### config.mk
export PLATFORM = sky130hd
export DESIGN_NAME = days_between_dates_unit_flat
export DESIGN_NICKNAME = d
export VERILOG_FILES = /design/src/hdl/dbd_pkg.sv /design/src/hdl/dbd_in_if.sv /design/src/hdl/dbd_out_if.sv /design/src/hdl/dbd_ctrl.sv /design/src/hdl/dbd_ordinal.sv /design/src/hdl/days_between_dates_unit.sv /design/src/flat_wrapper.sv
export VERILOG_INCLUDE_DIRS = /design/src /design/src/hdl
export SDC_FILE = /design/constraint.sdc
export NUM_CORES = 2
export LEC_CHECK = 0
export ABC_AREA = 1
export BUFFER_PORTS_ARGS = -buffer_cell sky130_fd_sc_hd__buf_2
export CAP_MARGIN = 0
export CORE_ASPECT_RATIO = 0.75
export CORE_MARGIN = 8
export CORE_UTILIZATION = 40
export CTS_CLUSTER_DIAMETER = 60
export DETAILED_ROUTE_END_ITERATION = 6
export MAX_ROUTING_LAYER = met4
export PLACE_DENSITY_LB_ADDON = 0.12
export SYNTH_ARGS = -nofsm -noshare
export SYNTH_HDL_FRONTEND = slang
export SYNTH_SLANG_ARGS = --single-unit
export TNS_END_PERCENT = 1
### constraint.sdc
create_clock -name clk -period 6.29 [get_ports clk]
set_input_delay 1.258 -clock clk [delete_from_list [all_inputs] [get_ports clk]]
set_output_delay 1.258 -clock clk [all_outputs]
set_load 0.02 [all_outputs]
### src/hdl/assert_macros.svh
// Assertion helpers for the RTL file that checks itself.
`ifndef ASSERT_MACROS_SVH
`define ASSERT_MACROS_SVH

// Checked at every rising clk edge, masked while rst_n is low.
`define DBD_ASSERT(label, prop, msg) \
    label: assert property (@(posedge clk) disable iff (!rst_n) prop) \
        else $error(msg);

// Checked at every rising clk edge, reset included.
`define DBD_ASSERT_ALWAYS(label, prop, msg) \
    label: assert property (@(posedge clk) prop) else $error(msg);

`endif

### src/hdl/dbd_pkg.sv
`default_nettype none

package dbd_pkg;

    localparam int YEAR_W  = 14;
    localparam int MONTH_W = 4;
    localparam int DAY_W   = 5;
    localparam int COUNT_W = 22;
    localparam int ORD_W   = 23;   // per-date ordinal, up to ~6.0M days
    localparam int DBM_W   = 9;    // days before month, up to 334
    localparam int MD_W    = 10;   // month offset + day + leap day
    localparam int QUO_W   = 8;    // year / 100, up to 163

    // x / 25 for x < 4096 as (x * 5243) >> 17
    localparam logic [12:0] DIV25_MUL   = 13'd5243;
    localparam int          DIV25_SHIFT = 17;
    localparam int          PROD_W      = 25;

    localparam logic [MONTH_W-1:0] MONTH_MARCH = 4'd3;

    typedef logic [YEAR_W-1:0]  year_t;
    typedef logic [MONTH_W-1:0] month_t;
    typedef logic [DAY_W-1:0]   day_t;
    typedef logic [COUNT_W-1:0] count_t;
    typedef logic [ORD_W-1:0]   ord_t;
    typedef logic [PROD_W-1:0]  prod_t;

    localparam count_t COUNT_MAX = '1;

    // Stage load enables from the pipeline control.
    typedef struct packed {
        logic en1;
        logic en2;
        logic en3;
        logic en4;
    } pipe_ctrl_t;

    // Days before the first of the month in a common year.
    // Month 0 counts as January, 13..15 as December.
    function automatic logic [DBM_W-1:0] days_before_month(input month_t m);
        logic [DBM_W-1:0] r;
        case (m) inside
            4'd0, 4'd1: r = 9'd0;
            4'd2:       r = 9'd31;
            4'd3:       r = 9'd59;
            4'd4:       r = 9'd90;
            4'd5:       r = 9'd120;
            4'd6:       r = 9'd151;
            4'd7:       r = 9'd181;
            4'd8:       r = 9'd212;
            4'd9:       r = 9'd243;
            4'd10:      r = 9'd273;
            4'd11:      r = 9'd304;
            [4'd12:4'd15]: r = 9'd334;
            default:    r = 9'd0;
        endcase
        return r;
    endfunction

endpackage

`default_nettype wire

### src/hdl/dbd_in_if.sv
`default_nettype none

interface dbd_in_if;
    import dbd_pkg::*;

    logic   valid;
    logic   ready;
    year_t  first_year;
    month_t first_month;
    day_t   first_day;
    year_t  second_year;
    month_t second_month;
    day_t   second_day;

    modport source (
        output valid, first_year, first_month, first_day,
               second_year, second_month, second_day,
        input  ready
    );

    modport sink (
        input  valid, first_year, first_month, first_day,
               second_year, second_month, second_day,
        output ready
    );
endinterface

`default_nettype wire

### src/hdl/dbd_out_if.sv
`default_nettype none

interface dbd_out_if;
    import dbd_pkg::*;

    logic   valid;
    logic   ready;
    count_t day_count;
    logic   order_error;

    modport source (
        output valid, day_count, order_error,
        input  ready
    );

    modport sink (
        input  valid, day_count, order_error,
        output ready
    );
endinterface

`default_nettype wire

### src/hdl/dbd_ctrl.sv
`default_nettype none

// Valid bits of the four stages and the backward ready chain.
module dbd_ctrl
    import dbd_pkg::*;
(
    input  wire logic       clk,
    input  wire logic       rst_n,
    input  wire logic       in_valid,
    output logic            in_ready,
    output logic            out_valid,
    input  wire logic       out_ready,
    output pipe_ctrl_t      pipe
);

    logic v1_reg, v2_reg, v3_reg, v4_reg;
    logic can1, can2, can3, can4;

    // a stage can load when it is empty or its content moves on
    assign can4 = !v4_reg || out_ready;
    assign can3 = !v3_reg || can4;
    assign can2 = !v2_reg || can3;
    assign can1 = !v1_reg || can2;

    assign pipe.en1 = can1 && in_valid;
    assign pipe.en2 = can2 && v1_reg;
    assign pipe.en3 = can3 && v2_reg;
    assign pipe.en4 = can4 && v3_reg;

    assign in_ready  = can1;
    assign out_valid = v4_reg;

    always_ff @(posedge clk or negedge rst_n)
    begin
        if (!rst_n)
        begin
            v1_reg <= 1'b0;
            v2_reg <= 1'b0;
            v3_reg <= 1'b0;
            v4_reg <= 1'b0;
        end
        else
        begin
            if (can1)
            begin
                v1_reg <= in_valid;
            end
            if (can2)
            begin
                v2_reg <= v1_reg;
            end
            if (can3)
            begin
                v3_reg <= v2_reg;
            end
            if (can4)
            begin
                v4_reg <= v3_reg;
            end
        end
    end

endmodule

`default_nettype wire

### src/hdl/dbd_ordinal.sv
`default_nettype none

// Day ordinal of one date over three stages:
//   1: quotient multiplies, month table
//   2: whole-year days, leap test
//   3: final sum
// Result is days(year) + month offset + leap day + day (one above the
// zero-based ordinal, which keeps day 0 of year 0 at zero).
module dbd_ordinal
    import dbd_pkg::*;
(
    input  wire logic       clk,
    input  wire pipe_ctrl_t pipe,
    input  wire year_t      year,
    input  wire month_t     month,
    input  wire day_t       day,
    output ord_t            ord
);

    // stage 1
    year_t              y1_reg;
    logic [DBM_W-1:0]   dbm1_reg;
    logic               late1_reg;
    day_t               d1_reg;
    prod_t              nprod1_reg;
    prod_t              yprod1_reg;
    // stage 2
    ord_t               base2_reg;
    logic [MD_W-1:0]    md2_reg;
    // stage 3
    ord_t               ord3_reg;

    year_t              year_m1;
    year_t              year_m1_s1;
    logic [11:0]        nq4_in;
    logic [11:0]        nq4;
    logic [11:0]        yq4;
    logic [QUO_W-1:0]   p;
    logic [QUO_W-1:0]   qy;
    ord_t               y365;
    ord_t               base_next;
    logic               div4;
    logic               cent;
    logic               leap;
    logic [MD_W-1:0]    md_next;

    assign year_m1 = year - year_t'(1);
    assign nq4_in  = year_m1[YEAR_W-1:2];

    always_ff @(posedge clk)
    begin
        if (pipe.en1)
        begin
            y1_reg     <= year;
            dbm1_reg   <= days_before_month(month);
            late1_reg  <= (month >= MONTH_MARCH);
            d1_reg     <= day;
            nprod1_reg <= prod_t'(nq4_in) * prod_t'(DIV25_MUL);
            yprod1_reg <= prod_t'(year[YEAR_W-1:2]) * prod_t'(DIV25_MUL);
        end
    end

    // (y-1)/100 = ((y-1)>>2)/25; /400 and /3200 follow by shifting that
    assign year_m1_s1 = y1_reg - year_t'(1);
    assign nq4  = year_m1_s1[YEAR_W-1:2];
    assign yq4  = y1_reg[YEAR_W-1:2];
    assign p    = nprod1_reg[PROD_W-1:DIV25_SHIFT];
    assign qy   = yprod1_reg[PROD_W-1:DIV25_SHIFT];
    assign y365 = ord_t'(y1_reg) * ord_t'(365);

    always_comb
    begin
        if (y1_reg == '0)
        begin
            base_next = '0;
        end
        else
        begin
            base_next = y365 + ord_t'(nq4) - ord_t'(p)
                      + ord_t'(p[QUO_W-1:2]) - ord_t'(p[QUO_W-1:5]);
        end
    end

    // y%100 == 0 when y%4 == 0 and y/4 is a multiple of 25; then
    // y%400 and y%3200 reduce to the low bits of y/100
    assign div4 = (y1_reg[1:0] == 2'd0);
    assign cent = div4 && ({1'b0, yq4} == (13'(qy) * 13'd25));
    assign leap = div4 && (!cent || ((qy[1:0] == 2'd0) && (qy[4:0] != 5'd0)));

    assign md_next = MD_W'(dbm1_reg) + MD_W'(d1_reg) + MD_W'(leap && late1_reg);

    always_ff @(posedge clk)
    begin
        if (pipe.en2)
        begin
            base2_reg <= base_next;
            md2_reg   <= md_next;
        end
    end

    always_ff @(posedge clk)
    begin
        if (pipe.en3)
        begin
            ord3_reg <= base2_reg + ord_t'(md2_reg);
        end
    end

    assign ord = ord3_reg;

endmodule

`default_nettype wire

### src/hdl/days_between_dates_unit.sv
`default_nettype none
`include "assert_macros.svh"

// Day count between two calendar dates. Each item on the dates channel
// carries a first and a second date (year, month, day); each result on
// the result channel carries the number of days from the first date to
// the second. Leap years follow the rule "divisible by 4 and not by 100,
// or by 400 and not by 3200". Days and months are not checked: month 0
// counts as January, months 13 to 15 as December, and an out-of-range day
// simply shifts the date by that many days. When the first date lies
// after the second, order_error is set and day_count is zero; a count
// above the 22-bit range saturates to all ones. The block is a four-stage
// pipeline with no state between items: a new item can be taken every
// cycle unless a stall on the result side has filled every stage. Stage 1
// runs the two divide-by-25 reciprocal multiplies per date that give the
// century counts, stage 2 builds the whole-year day count and the leap
// test, stage 3 sums each date's ordinal, stage 4 subtracts, checks order
// and saturates. A stall on the result side holds stage 4 and each full
// stage directly behind it; the other stages keep moving and filling.
// Reset clears only the valid bits; no memory needs clearing.
module days_between_dates_unit
    import dbd_pkg::*;
(
    input  wire logic   clk,
    input  wire logic   rst_n,
    dbd_in_if.sink      dates,
    dbd_out_if.source   result
);

    pipe_ctrl_t pipe;
    ord_t       ord_first;
    ord_t       ord_second;

    // output stage
    count_t     count4_reg;
    logic       err4_reg;

    ord_t       diff;
    logic       err_next;
    count_t     count_next;

    dbd_ctrl u_ctrl (
        .clk       (clk),
        .rst_n     (rst_n),
        .in_valid  (dates.valid),
        .in_ready  (dates.ready),
        .out_valid (result.valid),
        .out_ready (result.ready),
        .pipe      (pipe)
    );

    dbd_ordinal u_first (
        .clk   (clk),
        .pipe  (pipe),
        .year  (dates.first_year),
        .month (dates.first_month),
        .day   (dates.first_day),
        .ord   (ord_first)
    );

    dbd_ordinal u_second (
        .clk   (clk),
        .pipe  (pipe),
        .year  (dates.second_year),
        .month (dates.second_month),
        .day   (dates.second_day),
        .ord   (ord_second)
    );

    // Both ordinals carry the same +1 offset, so it cancels here.
    assign diff     = ord_second - ord_first;
    assign err_next = (ord_first > ord_second);

    always_comb
    begin
        if (err_next)
        begin
            count_next = '0;
        end
        else if (diff[ORD_W-1])
        begin
            count_next = COUNT_MAX;     // beyond 22 bits
        end
        else
        begin
            count_next = diff[COUNT_W-1:0];
        end
    end

    always_ff @(posedge clk)
    begin
        if (pipe.en4)
        begin
            count4_reg <= count_next;
            err4_reg   <= err_next;
        end
    end

    assign result.day_count   = count4_reg;
    assign result.order_error = err4_reg;

    // An order error always comes with a zero count.
    `DBD_ASSERT(a_err_zero, result.valid && result.order_error |-> result.day_count == '0, "order error with nonzero count")

    // Input back-pressure only arises from a full pipe behind a stalled result.
    `DBD_ASSERT(a_ready_chain, !dates.ready |-> result.valid && !result.ready, "input stalled without output stall")

    // No result is offered once reset has been applied.
    `DBD_ASSERT_ALWAYS(a_reset_empty, !rst_n |=> !result.valid, "result valid during reset")

endmodule

`default_nettype wire

### src/flat_wrapper.sv
// flat-port wrapper written by rule: the top's interface ports become plain ports
module days_between_dates_unit_flat import dbd_pkg::*;
  (clk, rst_n, dates_valid, dates_first_year, dates_first_month, dates_first_day, dates_second_year, dates_second_month, dates_second_day, dates_ready, result_valid, result_day_count, result_order_error, result_ready);
  dbd_in_if dates_i ();
  dbd_out_if result_i ();
  input  wire logic clk;
  input  wire logic rst_n;
  input wire logic [$bits(dates_i.valid)-1:0] dates_valid;
  input wire logic [$bits(dates_i.first_year)-1:0] dates_first_year;
  input wire logic [$bits(dates_i.first_month)-1:0] dates_first_month;
  input wire logic [$bits(dates_i.first_day)-1:0] dates_first_day;
  input wire logic [$bits(dates_i.second_year)-1:0] dates_second_year;
  input wire logic [$bits(dates_i.second_month)-1:0] dates_second_month;
  input wire logic [$bits(dates_i.second_day)-1:0] dates_second_day;
  output wire logic [$bits(dates_i.ready)-1:0] dates_ready;
  output wire logic [$bits(result_i.valid)-1:0] result_valid;
  output wire logic [$bits(result_i.day_count)-1:0] result_day_count;
  output wire logic [$bits(result_i.order_error)-1:0] result_order_error;
  input wire logic [$bits(result_i.ready)-1:0] result_ready;
  assign dates_i.valid = dates_valid;
  assign dates_i.first_year = dates_first_year;
  assign dates_i.first_month = dates_first_month;
  assign dates_i.first_day = dates_first_day;
  assign dates_i.second_year = dates_second_year;
  assign dates_i.second_month = dates_second_month;
  assign dates_i.second_day = dates_second_day;
  assign dates_ready = dates_i.ready;
  assign result_valid = result_i.valid;
  assign result_day_count = result_i.day_count;
  assign result_order_error = result_i.order_error;
  assign result_i.ready = result_ready;
  days_between_dates_unit u_core (.clk(clk), .rst_n(rst_n), .dates(dates_i), .result(result_i));
endmodule
==> results.py <==
metrics = {
    "clock_network": {
        "cts_root_buf": "clkbuf_16",
        "htree_levels": 2,
        "path_clk_slew_ns": 0.06,
        "tritoncts": "done",
        "cts_buffers": 34,
        "cts_buffer_depth": 3,
        "clkLatencyLatePin_ns": 0.56,
        "cts_setup_buffers": 0,
        "clkSinkCount": 229,
        "postCtsHoldBufs": 0,
    },
    "critical_path": {
        "critical_path_class": "in -> reg",
        "endpoint_kind": "flop",
        "worstPathMaxFanout": 4,
        "worstPathArrival_ns": 6.26,
        "cp-start-kind": "input port",
        "critPathRequiredTime_ns": 6.60,
        "r2r_cells": 20,
    },
    "worst_hold_path": {
        "hold_path.class": "reg -> reg",
        "hold_depth": 2,
    },
    "floorplanning": {
        "num_io_pins": 75,
        "initial_utilization": 0.404,
        "num_rows": 93,
        "die_w_um": 356,
        "coreArea_sq_um": 86000,
        "die_h_um": 271,
        "dieArea_sq_um": 96600,
    },
    "synthesis": {
        "syn-num-nets": 5116,
        "ys_warn_count": 0,
        "synth.avg_cell_area_sq_um": 8.58,
        "synth-edff-count": 225,
        "synthFlopType": "edfxtp_1",
        "syn_inst": 4048,
        "ys_types": 42,
        "syn_area_sq_um": 34700,
        "ys_async_sr_fraction": 0.0175,
        "ys_seq_area_frac": 0.197,
        "ys_seq_elements": 229,
    },
    "global_route": {
        "grt_use_total": 0.188,
        "antenna_found_initial": 8,
        "grt_pass1_vias": 25700,
        "grt_pass1_wl_um": 142000,
        "overflow": 0,
        "grt_start_max_net_pins": 67,
    },
    "finish": {
        "fill_cells": 8533,
        "finalNonFillerCells": 5469,
        "register_area_sq_um": 6860,
        "drive_above_1_share": 0.0747,
        "final_core_util": 0.452,
        "multi_input_area_sq_um": 24100,
        "nets": 5365,
        "mostFrequentLayoutCells": "inv_1 (1,002), nand2_1 (718), ha_1 (676)",
        "mostFrequentLayoutCell": "inv_1",
        "syn2layout_area_growth_pct": 11.9,
    },
    "place": {
        "place_congestion": 0.891,
        "io_buffers": 74,
        "dp_cells": 5401,
        "dp.final_hpwl_um": 77500,
    },
    "drt": {
        "first_iter_violations": 1614,
        "wl_per_cell_um": 16.0,
        "viasPerCell": 4.68,
        "vias": 25600,
        "drc": 0,
        "routed_wl_um": 87700,
        "postRouteAntennaNets": 0,
        "first_pass_iters": 5,
    },
    "timing": {
        "worst_pin_slew_ns": 1.06,
        "hold_viol_final": 0,
        "fin_crit_ns": 5.95,
        "setup_viol": 0,
        "rsz0062_at_grt": "yes",
        "fin_skew_ns": 0.0354,
        "final.period_utilization": 0.946,
        "drv_slew": 0,
        "maxSlewHeadroom": 0.291,
        "clock.fmax_mhz": 168,
    },
    "job": {
        "cap_violations": 0,
    },
    "run_status": {
        "status": "completed",
    },
}
-- Yosys cell counts (2+ instances only) --
master    instances  share of area
edfxtp_1        225           0.19
o21ai_0         101          0.015
nand2_1         718          0.078
o211ai_1          6         0.0013
o21a_1           14         0.0030
nand3_1         157          0.023
a21oi_4           2        0.00094
a21boi_0         13         0.0028
a31oi_1          10         0.0018
buf_6             3        0.00097
inv_1          1004           0.11
ha_1            676           0.24
clkbuf_1          7        0.00076
nand4_1          53         0.0095
a31o_2            2        0.00050
xor2_1          106          0.027
nand3_2           2        0.00058
nor2_1          219          0.024
o21bai_1         23         0.0050
nor3_1           40         0.0058
a21oi_1         204          0.029
and2_1            4        0.00072
dfrtp_1           4         0.0029
a21boi_2          2        0.00065
nand2_2           3        0.00054
nand3b_1         14         0.0030
or2_2             6         0.0011
inv_2             3        0.00032
fa_1            342           0.20
nor2_2            3        0.00054
nor4_1            8         0.0014
xnor2_1          44          0.011
a21o_1           21         0.0045
-- stage by stage --
stage	hold WS [ns]	setup slack (ns)	setup TNS [ns]	cell area (sq um)
floorplan	0.434	-0.00580	-0.00580	34800
global placement	0.457	-0.277	-2.27	37600
detailed placement	0.467	-0.297	-3.11	37600
CTS	0.471	0.283	0	38800
global route	0.491	-0.00384	-0.00384	38900
finish	0.476	0.337	0	38900
-- final timing paths --
path / from / endpoint / slack (ns)
setup / recovery: dates_first_year[3] / u_core.u_first.nprod1_reg[21] / 0.34
hold / removal: u_core.u_ctrl.v1_reg / u_core.u_ctrl.v2_reg / 0.48
setup reg to reg: u_core.u_second.y1_reg[1] / u_core.u_second.base2_reg[18] / 0.34
hold reg to reg: u_core.u_ctrl.v1_reg / u_core.u_ctrl.v2_reg / 0.48
min in group asynchronous: rst_n / u_core.u_ctrl.out_valid / 0.51
max in group asynchronous: rst_n / u_core.u_ctrl.v1_reg / 5.65
-- metal layers --
layer | GRT usage | routed length [um] | vias up
li1 | - | - | 13300
met1 | 0.301 | 49300 | 11800
met4 | 0.0258 | 909 | 0
met3 | 0.0388 | 5560 | 54
met2 | 0.241 | 31900 | 452
met5 | - | 0 | -
-- area by class of cell --
cell class,instances,share of cell area
inverter,1008,0.0974
timing repair buffer,224,0.0385
tap,1140,0.0367
clock buffer,38,0.0228
sequential,229,0.176
antenna,6,0.000386
clock inverter,24,0.00750
multi-input combinational,2800,0.620
-- worst max-delay path: stages --
cell      delay [ns]
buf_2           0.12
inv_1           0.09
ha_1            0.22
a21boi_2        0.15
nand2_1         0.10
nor2_2          0.12
buf_4           0.13
xor2_1          0.18
inv_1           0.08
fa_1            0.59
fa_1            0.45
fa_1            0.52
inv_1           0.06
fa_1            0.47
inv_1           0.05
fa_1            0.47
inv_1           0.04
ha_1            0.32
a21o_1          0.23
o21bai_1        0.16
a21oi_1         0.14
nand2_1         0.10
nand2_1         0.09
nand2_1         0.05
nand2_1         0.06
nand2_1         0.04
-- timing repair --
item                                    CTS  global route
endpoints found under the setup margin    0            10
resized for setup                         0            11
endpoints found under the hold margin     0             0
-- kinds of logic after synthesis --
| kind of cell | share of synthesized area |
|---|---|
| buffers and inverters | 0.111 |
| adders and majority gates | 0.441 |
| DFF | 0.197 |
| xor gates and xnor gates | 0.0378 |
| AOI/OAI and AO/OA | 0.0655 |
| and+or+nand+nor | 0.148 |
Power is left out: the tool's default activity adds up to more than one toggle a clock period on the data nets, which glitch-free logic cannot reach.
